==> src/design/assert_macros.svh <==
// Assertion macros included by fabric_request_arbiter.
`ifndef ASSERT_MACROS_SVH
`define ASSERT_MACROS_SVH
`ifndef ASSERT_OFF
`define ASSERT_IMPLY(label, clk, rst_n, ante, cons) \
    label: assert property (@(posedge clk) disable iff (!rst_n) (ante) |-> (cons)) \
        else $error("assertion failed");
`define ASSERT_NEXT(label, clk, rst_n, ante, cons) \
    label: assert property (@(posedge clk) disable iff (!rst_n) (ante) |=> (cons)) \
        else $error("assertion failed");
`else
`define ASSERT_IMPLY(label, clk, rst_n, ante, cons)
`define ASSERT_NEXT(label, clk, rst_n, ante, cons)
`endif
`endif

==> src/design/fra_pkg.sv <==
package fra_pkg;

    localparam int unsigned REQ_W   = 2;
    localparam int unsigned TAG_W   = 16;
    localparam int unsigned TIME_W  = 32;
    localparam int unsigned LVL_W   = 7;
    localparam int unsigned GAP_W   = 20;
    localparam int unsigned CFG_IDX_W = 2;

    localparam logic [CFG_IDX_W-1:0] CFG_POLICY    = 2'd0;
    localparam logic [CFG_IDX_W-1:0] CFG_TOKEN_GAP = 2'd1;
    localparam logic [CFG_IDX_W-1:0] CFG_STARVE    = 2'd2;
    localparam logic [CFG_IDX_W-1:0] CFG_CAP_MARK  = 2'd3;

    localparam logic [1:0] POL_RR = 2'd0;
    localparam logic [1:0] POL_CAPPED = 2'd2;

    localparam logic CMD_ENQ = 1'b0;

    typedef enum logic [1:0] {
        ST_ENQUEUED = 2'd0,
        ST_GRANTED  = 2'd1,
        ST_NONE     = 2'd2,
        ST_FULL     = 2'd3
    } t_status;

    typedef enum logic [1:0] {
        S_IDLE,
        S_SCAN,
        S_OUT
    } t_state;

    typedef logic [REQ_W-1:0] t_order [4];
    localparam t_order ORDER_LATENCY = '{2'd0, 2'd3, 2'd1, 2'd2};
    localparam t_order ORDER_CAPPED  = '{2'd0, 2'd3, 2'd2, 2'd1};

    typedef struct packed {
        logic [REQ_W-1:0]  req;
        logic [TAG_W-1:0]  tag;
        logic [TIME_W-1:0] arrival;
        logic [LVL_W-1:0]  depth;
    } t_entry;

    typedef struct packed {
        logic              cmd;
        logic [REQ_W-1:0]  requester;
        logic [TAG_W-1:0]  request_tag;
        logic [TIME_W-1:0] now;
    } t_in;

    typedef struct packed {
        t_status           status;
        logic [TAG_W-1:0]  grant_tag;
        logic [REQ_W-1:0]  grant_requester;
        logic [TIME_W-1:0] wait_time;
        logic              starved;
        logic [LVL_W-1:0]  arrival_depth;
        logic [LVL_W-1:0]  queue_level;
        logic [LVL_W-1:0]  high_water;
        logic [TIME_W-1:0] token_ready_time;
    } t_out;

endpackage

==> src/design/fra_cell.sv <==
module fra_cell (
    input  logic            i_clk,
    input  logic            i_load,
    input  logic            i_shift,
    input  fra_pkg::t_entry i_new,
    input  fra_pkg::t_entry i_right,
    output fra_pkg::t_entry o_entry
);
    import fra_pkg::*;

    t_entry r_entry;

    always_ff @(posedge i_clk) begin
        if (i_shift) begin
            r_entry <= i_right;
        end else if (i_load) begin
            r_entry <= i_new;
        end
    end

    assign o_entry = r_entry;
endmodule

==> config.mk <==
export PLATFORM = sky130hd
export DESIGN_NAME = fra_cell
export DESIGN_NICKNAME = d
export VERILOG_FILES = /design/src/design/assert_macros.svh /design/src/design/fra_pkg.sv /design/src/design/fra_cell.sv
export SDC_FILE = /design/constraint.sdc
export NUM_CORES = 1
export LEC_CHECK = 0
export BUFFER_PORTS_ARGS = -buffer_cell sky130_fd_sc_hd__buf_2
export CAP_MARGIN = 20
export CORE_MARGIN = 4
export CORE_UTILIZATION = 41
export DETAILED_ROUTE_END_ITERATION = 8
export GPL_ROUTABILITY_DRIVEN = 0
export PLACE_DENSITY_LB_ADDON = 0.3
export SLEW_MARGIN = 10
export SYNTH_ARGS = -nofsm -noshare
export SYNTH_HDL_FRONTEND = slang
export SYNTH_SLANG_ARGS = --single-unit
==> constraint.sdc <==
create_clock -name i_clk -period 1.83 [get_ports i_clk]
set_input_delay 0.0915 -clock i_clk [delete_from_list [all_inputs] [get_ports i_clk]]
set_output_delay 0.0915 -clock i_clk [all_outputs]
set_load 0.02 [all_outputs]
* After elaboration in Yosys (flattened, before gate mapping) *
Index checks and enable logic that the tools add are counted.

storage, ports and cells
  bits of input ports = 117
  register bits after elaboration = 57
  output and inout bits = 57
  logic and storage cells = 7

operators by class
  muxes and demuxes = 2
  reductions and logical operators = 1

operators by type and width
  operator            number
  2-to-1 mux 57 bit   2
  nonzero test 2 bit  1

* Logic depth before layout (Yosys ltp) *
Gate-level depths: netlist of the first run.

  depth in word-level cells = 2
  mapped depth = 3
  depth with buffers taken out = 1

* Worst setup path after synthesis of the first run *
OpenSTA, ideal clock, no wires.

  path kind = in2reg
  from = in i_shift
  to = reg r_entry, in the netlist o_entry[0], enable pin
  required time = 1.440 ns
  path buffers = 2
  cell stages on the path = 3
  setup slack = 0.293 ns
  data arrival time = 1.148 ns
  setup time = 0.390 ns
  cells stage by stage = buf_6 > buf_6 > or2_2

between the ends
  cells in the longest elaborated chain, start to end = 1

RTL lines
  what                          line            source
  from (decl)                   fra_cell.sv:4   input logic i_shift,
  nonzero test 2 bit (no line)  n/a
  to (signal assigned)          fra_cell.sv:15  r_entry <= i_right;
  to (signal assigned)          fra_cell.sv:17  r_entry <= i_new;
  to (decl)                     fra_cell.sv:11  t_entry r_entry;

Every way passes these cells.
A chain may end at the register's enable or synchronous reset.

* Worst setup path after layout of the first run *
  from = reg r_entry, in the netlist o_entry[29]
  to = out o_entry[29] (netlist name)

RTL lines
  what       line           source
  to (decl)  fra_cell.sv:7  output fra_pkg::t_entry o_entry

No word-level cell between the ends.

==> reports/metrics.csv, run 1 <==
stage,metric,value,unit
finish,share of cells above drive strength 1,0.799,
synthesis,Synth top area share,0.690,
clocking,H-Tree Depth,3,
synthesis,"EDFF count, synth",57,
place,dpl ws,0.596,ns
finish,fin cells,383,
setup_path,critical path's top delay family,flip-flops,
sta,RSZ-0062 raised after global routing,false,
synthesis,synth cell count leaders,"edfxtp_1 (57), mux2_2 (38), mux2_4 (19), buf_2 (3), buf_6 (3)",
detailed_routing,Vias,1724,
synthesis,most used flip-flop cell after synthesis,edfxtp_1,
synthesis,Synth area leader,edfxtp_1,
clocking,TritonCTS clock tree,built,
sta,Final WS setup,0.868,ns
synthesis,Synthesized Nets,238,
power_and_ir_drop,combinational power share,0.202,
synthesis,Yosys reg bits,57,
power_and_ir_drop,switching share of power,0.255,
place,DP Area,3450,um^2
clocking,CTS sink count,57,
power_and_ir_drop,Clock power frac,0.283,
clocking,CTS Buffer Depth,2,
setup_path,WP buf/inv,1,
global_routing,largest net degree at the start of global routing,31,
synthesis,fraction of registers with async set or reset after synthesis,0,
setup_path,slowest CP cell,edfxtp_1,
power_and_ir_drop,sequential share of power,0.515,
place,IO Port Bufs,173,
global_routing,gr usage total,0.153,
place,placed cell count,367,
detailed_routing,1st-pass router iterations,4,
sta,measured slew at the worst slew-check pin,0.357,ns
sta,fin crit period,0.962,ns
setup_path,critical path class,flip-flop to output port,
setup_path,crit path DAT,0.87,ns
detailed_routing,drt wl/cell,14.5,um
floorplanning,Rows,28,
floorplanning,core region area,5890,um^2
finish,fin nets,420,
clocking,post-CTS setup buffer count,0,
floorplanning,Die Footprint,7360,um^2
finish,max reg flops,57,
hold_path,worst hold-check path type,primary input to flip-flop,
global_routing,GRT overflow,0,
floorplanning,# IOs,174,
clocking,Num CTS Buffers,9,
detailed_routing,Via density,4.50,
setup_path,Critical Path Sink Type,output port,
sta,setup violators final,0,
power_and_ir_drop,Cell Int Power,2370,uW
clocking,CTS-repair resized insts,0,
sta,setup TNS,0,ns
global_routing,initial antenna violation count,0,
setup_path,"Data required, critical path",1.74,ns
sta,WHS,0.0748,ns
synthesis,Gate Count Post-Synth,121,
sta,Max Freq,1040,MHz
synthesis,YS warnings,0,
sta,Slew headroom,0.762,
sta,max-slew violations,0,
finish,Final Cell Area,3600,um^2
floorplanning,chip height,85.8,um
global_routing,number of global-route vias before repair,1781,
run,max cap viols,0,
outcome,result of the run,completed,
setup_path,CP max stage delay,0.38,ns
setup_path,crit-path cells,buf_2,
finish,Reg area,1710,um^2
clocking,clock tree root buffer cell,clkbuf_8,
finish,footprint of the multi-input gates,719,um^2
setup_path,startpoint types,flip-flop,
floorplanning,initial core utilization,0.421,
detailed_routing,DRT antenna net count,0,
synthesis,"top cells by area, synth","edfxtp_1 (69%), mux2_2 (17%), mux2_4 (12%), buf_6 (1.4%), buf_2 (0.61%)",
finish,diode count,0,
detailed_routing,drt drc,0,
detailed_routing,DR iter-0 viols,56,
detailed_routing,final wirelength,5.55,mm
clocking,Worst-path clk slew,0.06,ns
power_and_ir_drop,maximum vdd ir drop,0.000620,V
synthesis,sequential element share of the synthesized area,0.690,
setup_path,worst-path fanout max,1,
global_routing,global-route wire length before repair,8.39,mm
clocking,"Hold-fix buffers, CTS",0,
synthesis,Cell variety after synth,6,
floorplanning,Die Wd,85.8,um
finish,fill count,471,
synthesis,syn_area_per_cell,20.5,um^2
power_and_ir_drop,static leakage,0.00168,uW
place,DPL Wire Length,4.53,mm
finish,area growth from synthesis to layout,45.1,%
power_and_ir_drop,power per cell area,883,nW/um^2
synthesis,synthesized area,2480,um^2
sta,Hold Fails Final Rpt,0,
power_and_ir_drop,P_sw,811,uW
synthesis,most common cell in the netlist,edfxtp_1,
sta,final worst path period share,0.526,
==> power groups by stage <==
stage | clock (uW) | sequential (uW) | combinational [uW]
after global routing | 1020 | 1650 | 690
after CTS | 935 | 1640 | 654
after floorplan | 0 | 1860 | 170
after global placement | 0 | 1660 | 643
final | 901 | 1640 | 642
after detailed placement | 0 | 1670 | 653
==> routing by layer <==
metal  up-vias  routed length (um)  track usage
li1        841                   -            -
met1       760                1910        0.156
met2       115                2730        0.264
met3         8                 828       0.0730
met4         0                  78       0.0691
met5         -                   0            0
==> kinds of logic (layout without fill, tap and decap cells) <==
family                 Yosys count  in the layout  synth area share
DFF                             57             57             0.690
muxes                           57             57             0.288
buffers and inverters            6            193            0.0197
and+or+nand+nor                  1              1           0.00252
==> per-stage QoR <==
step / power, uW / utilization
2_1_floorplan: 2030 / -
3_3_place_gp: 2300 / 0.585
3_5_place_dp: 2320 / 0.585
4_1_cts: 3230 / 0.611
5_1_grt: 3360 / 0.611
6_report: 3180 / 0.611
==> placed cells by master, fill, tap and decap left out <==
cell,Yosys,layout
clkbuf_8,0,9
or2_2,1,1
buf_2,3,173
mux2_4,19,19
buf_12,0,2
clkinv_2,0,2
edfxtp_1,57,57
clkbuf_1,0,1
mux2_2,38,38
buf_4,0,2
clkinv_1,0,4
==> final timing paths <==
kind | startpoint | endpoint | slack (ns) | cells past startpoint
setup / recovery | o_entry[29] | o_entry[29] | 0.87 | 1
hold / removal | i_new[42] | o_entry[42] | 0.07 | 2
==> area by class of cell <==
class	instances	area share
Tap cell	75	0.0261
Timing Repair Buffer	177	0.256
Clock inverter	6	0.00695
Clock buffer	10	0.0355
Multi-Input combinational cell	58	0.200
Sequential cell	57	0.476
No activity file was read; power rests on OpenSTA's default activity.
==> run 2: changes to the inputs <==
Settings changed: ABC_AREA from default to 1, CORE_UTILIZATION 41 to 37.
Clock period 1.83 ns to 0.8 ns, I/O delays scaled along.
==> run 2 against run 1 <==
Against the previous run: the run now ends with setup timing left; via count rose by 55%; clock power rose to 2.7 times the previous value; clock-buffer cell count fell by 1; cell area rose by 32%; die area rose by 9.1%; utilization rose by 13 points; sequential share of layout area fell by 12 points; synthesized area fell by 0.71%; routed wire length rose by 61%; sequential power rose by 130%; highest routed layer unchanged.
==> reports/metrics.csv, run 2 <==
stage,metric,value,unit,change
outcome,result of the run,"complete, but fails checks",,
outcome,failing checks,setup timing,,
detailed_routing,Vias,2679,,+55%
setup_path,Critical Path Sink Type,output port,,
synthesis,Post-Synth Simple-Gate Area,0.263,,+0.261
floorplanning,Die Wd,89.6,um,+4.4%
synthesis,most common cell in the netlist,nand2_1,,
setup_path,crit-path cells,buf_6,,
sta,RSZ-0062 raised after global routing,true,,
global_routing,gr usage total,0.210,,+0.0576
floorplanning,# IOs,174,,unchanged
global_routing,GRT overflow,0,,unchanged
setup_path,CP max stage delay,0.42,ns,+0.04 ns
sta,max-slew violations,0,,unchanged
setup_path,"Data required, critical path",0.76,ns,-0.98 ns
synthesis,Cell variety after synth,7,,+1
synthesis,sequential element share of the synthesized area,0.695,,+0.00491
synthesis,fraction of registers with async set or reset after synthesis,0,,unchanged
synthesis,Gate Count Post-Synth,243,,+100%
synthesis,synthesized area,2460,um^2,-0.71%
sta,Final WS setup,-0.133,ns,-1.00 ns
sta,measured slew at the worst slew-check pin,0.303,ns,-0.0543 ns
clocking,Num CTS Buffers,9,,unchanged
setup_path,worst-path fanout max,1,,unchanged
detailed_routing,DR iter-0 viols,151,,+170%
synthesis,synth cell count leaders,"nand2_1 (171), edfxtp_1 (57), buf_2 (7), buf_6 (5)",,
finish,area growth from synthesis to layout,93.2,%,
detailed_routing,final wirelength,8.93,mm,+61%
detailed_routing,1st-pass router iterations,4,,unchanged
sta,Max Freq,1070,MHz,
detailed_routing,drt drc,0,,unchanged
synthesis,mux cell area share after synthesis,0,,-0.288
sta,setup TNS,-4.62,ns,-4.62 ns
hold_path,worst hold-check path type,primary input to flip-flop,,
synthesis,Synth top area share,0.695,,+0.00491
synthesis,most used flip-flop cell after synthesis,edfxtp_1,,
clocking,CTS Buffer Depth,2,,unchanged
floorplanning,initial core utilization,0.383,,-0.0379
sta,Hold Fails Final Rpt,0,,unchanged
finish,max reg flops,57,,unchanged
finish,Reg area,1710,um^2,unchanged
synthesis,YS warnings,0,,unchanged
finish,footprint of the multi-input gates,658,um^2,-8.5%
power_and_ir_drop,static leakage,0.00238,uW,+42%
clocking,TritonCTS clock tree,built,,
sta,setup violators final,57,,+57
detailed_routing,DRT antenna net count,0,,unchanged
clocking,clock tree root buffer cell,clkbuf_8,,
synthesis,Yosys reg bits,57,,unchanged
place,DPL Wire Length,4.99,mm,+10%
setup_path,critical path's top delay family,flip-flops,,
sta,fin crit period,0.933,ns,
clocking,Worst-path clk slew,0.06,ns,about the same
global_routing,initial antenna violation count,1,,+1
finish,fill count,413,,-12%
sta,final worst path period share,1.17,,
setup_path,startpoint types,flip-flop,,
detailed_routing,Via density,4.53,,+0.53%
setup_path,WP buf/inv,1,,unchanged
finish,Layout Utilization,0.741,,+0.129
global_routing,global-route wire length before repair,12.4,mm,+48%
finish,"most common cell after layout, fill and taps aside",nand2_1,,
finish,share of cells above drive strength 1,0.379,,-0.419
synthesis,XOR/XNOR share of the synthesized area,0,,unchanged
sta,Slew headroom,0.798,,+0.0362
clocking,H-Tree Depth,3,,unchanged
setup_path,Worst path depth,1,,unchanged
synthesis,"top cells by area, synth","edfxtp_1 (70%), nand2_1 (26%), buf_6 (2.3%), buf_2 (1.4%), buf_4 (0.30%)",,
place,dpl ws,-0.0718,ns,-0.668 ns
detailed_routing,drt wl/cell,15.1,um,+4.2%
floorplanning,core region area,6420,um^2,+9.1%
finish,most frequent cells in the layout,"nand2_1 (168), buf_2 (133), dlygate4sd3_1 (90)",,
hold_path,hold path depth,3,,+1
setup_path,CP Capture Point,o_entry[54],,
global_routing,largest net degree at the start of global routing,30,,-3.2%
synthesis,Synthesized Nets,360,,+51%
setup_path,critical path class,flip-flop to output port,,
floorplanning,Die Footprint,8020,um^2,+9.1%
synthesis,compound-gate portion of the synthesized area,0,,unchanged
synthesis,syn_area_per_cell,10.1,um^2,-51%
setup_path,slowest CP cell,edfxtp_1,,
synthesis,"EDFF count, synth",57,,unchanged
finish,fin nets,627,,+49%
place,IO Port Bufs,173,,unchanged
global_routing,number of global-route vias before repair,2687,,+51%
power_and_ir_drop,maximum vdd ir drop,0.00102,V,+65%
clocking,CTS sink count,57,,unchanged
power_and_ir_drop,power per cell area,1750,nW/um^2,+98%
synthesis,main combinational cell family by area after synthesis,simple AND/OR/NAND/NOR gates,,
setup_path,critical path launch point,o_entry[54],,
run,max cap viols,0,,unchanged
floorplanning,chip height,89.6,um,+4.4%
setup_path,crit path DAT,0.89,ns,+0.02 ns
synthesis,Synth area leader,edfxtp_1,,
floorplanning,Rows,29,,+3.6%
synthesis,fraction of the mapped netlist area in adder cells,0,,unchanged
-- run 2: cell types whose count changed after synthesis, sizes merged --
| cell | delta |
|---|---|
| nand2 | +171 |
| buf | +7 |
| inv | +1 |
| mux2 | -57 |
-- run 2: what timing repair did --
action,4_1_cts,5_1_grt
hold buffers,90,0
pin swaps,0,1
hold endpoints to repair,49,0
buffers inserted,0,0
setup endpoints to repair,57,59
resized for setup,36,47
-- run 2: stage by stage --
step	cell area [um^2]	power, uW	hold WS (ns)	cells
3_3_place_gp	3420	5260	0.304	486
4_1_cts	4610	8170	0.000777	591
6_report	4760	8330	0.0137	592
3_5_place_dp	3420	5290	0.307	486
2_1_floorplan	2470	4600	0.219	243
5_1_grt	4760	8710	0.00490	592
-- run 2: kinds of logic (layout without fill, tap and decap cells) --
logic type	count (synthesis)	count (layout)
buf+inv	14	285
simple gates	172	172
flops	57	57
other cells	0	1
-- run 2: worst min-delay path by stage --
stage	startpoint	endpoint	slack (ns)
6_report	i_new[51]	o_entry[51]	0.01
5_1_grt	i_new[16]	o_entry[16]	0.005
4_1_cts	i_new[51]	o_entry[51]	0.0008
3_5_place_dp	i_new[35]	o_entry[35]	0.31
3_3_place_gp	i_new[39]	o_entry[39]	0.30
2_1_floorplan	i_new[0]	o_entry[0]	0.22
-- run 2: power breakdown --
part	internal (uW)	switching, uW
Combinational	1100	1010
Sequential	3680	136
Clock	1370	1030
Total	6150	2180
-- run 2: final cells by class --
cell class / count / share of cell area
antenna: 1 / 0.000526
timing repair buffer: 269 / 0.444
clock buffer: 9 / 0.0260
clock inverter: 6 / 0.0105
inverter: 1 / 0.000789
sequential: 57 / 0.360
multi-input combinational: 172 / 0.138
tap: 77 / 0.0202
-- run 2: routing by layer --
layer  wire (um)  global-route usage  up-vias
met5           0                   0        -
met4         255               0.100        0
met3         921              0.0721       22
met2        4450               0.358      156
met1        3310               0.235     1189
li1            -                   -     1312
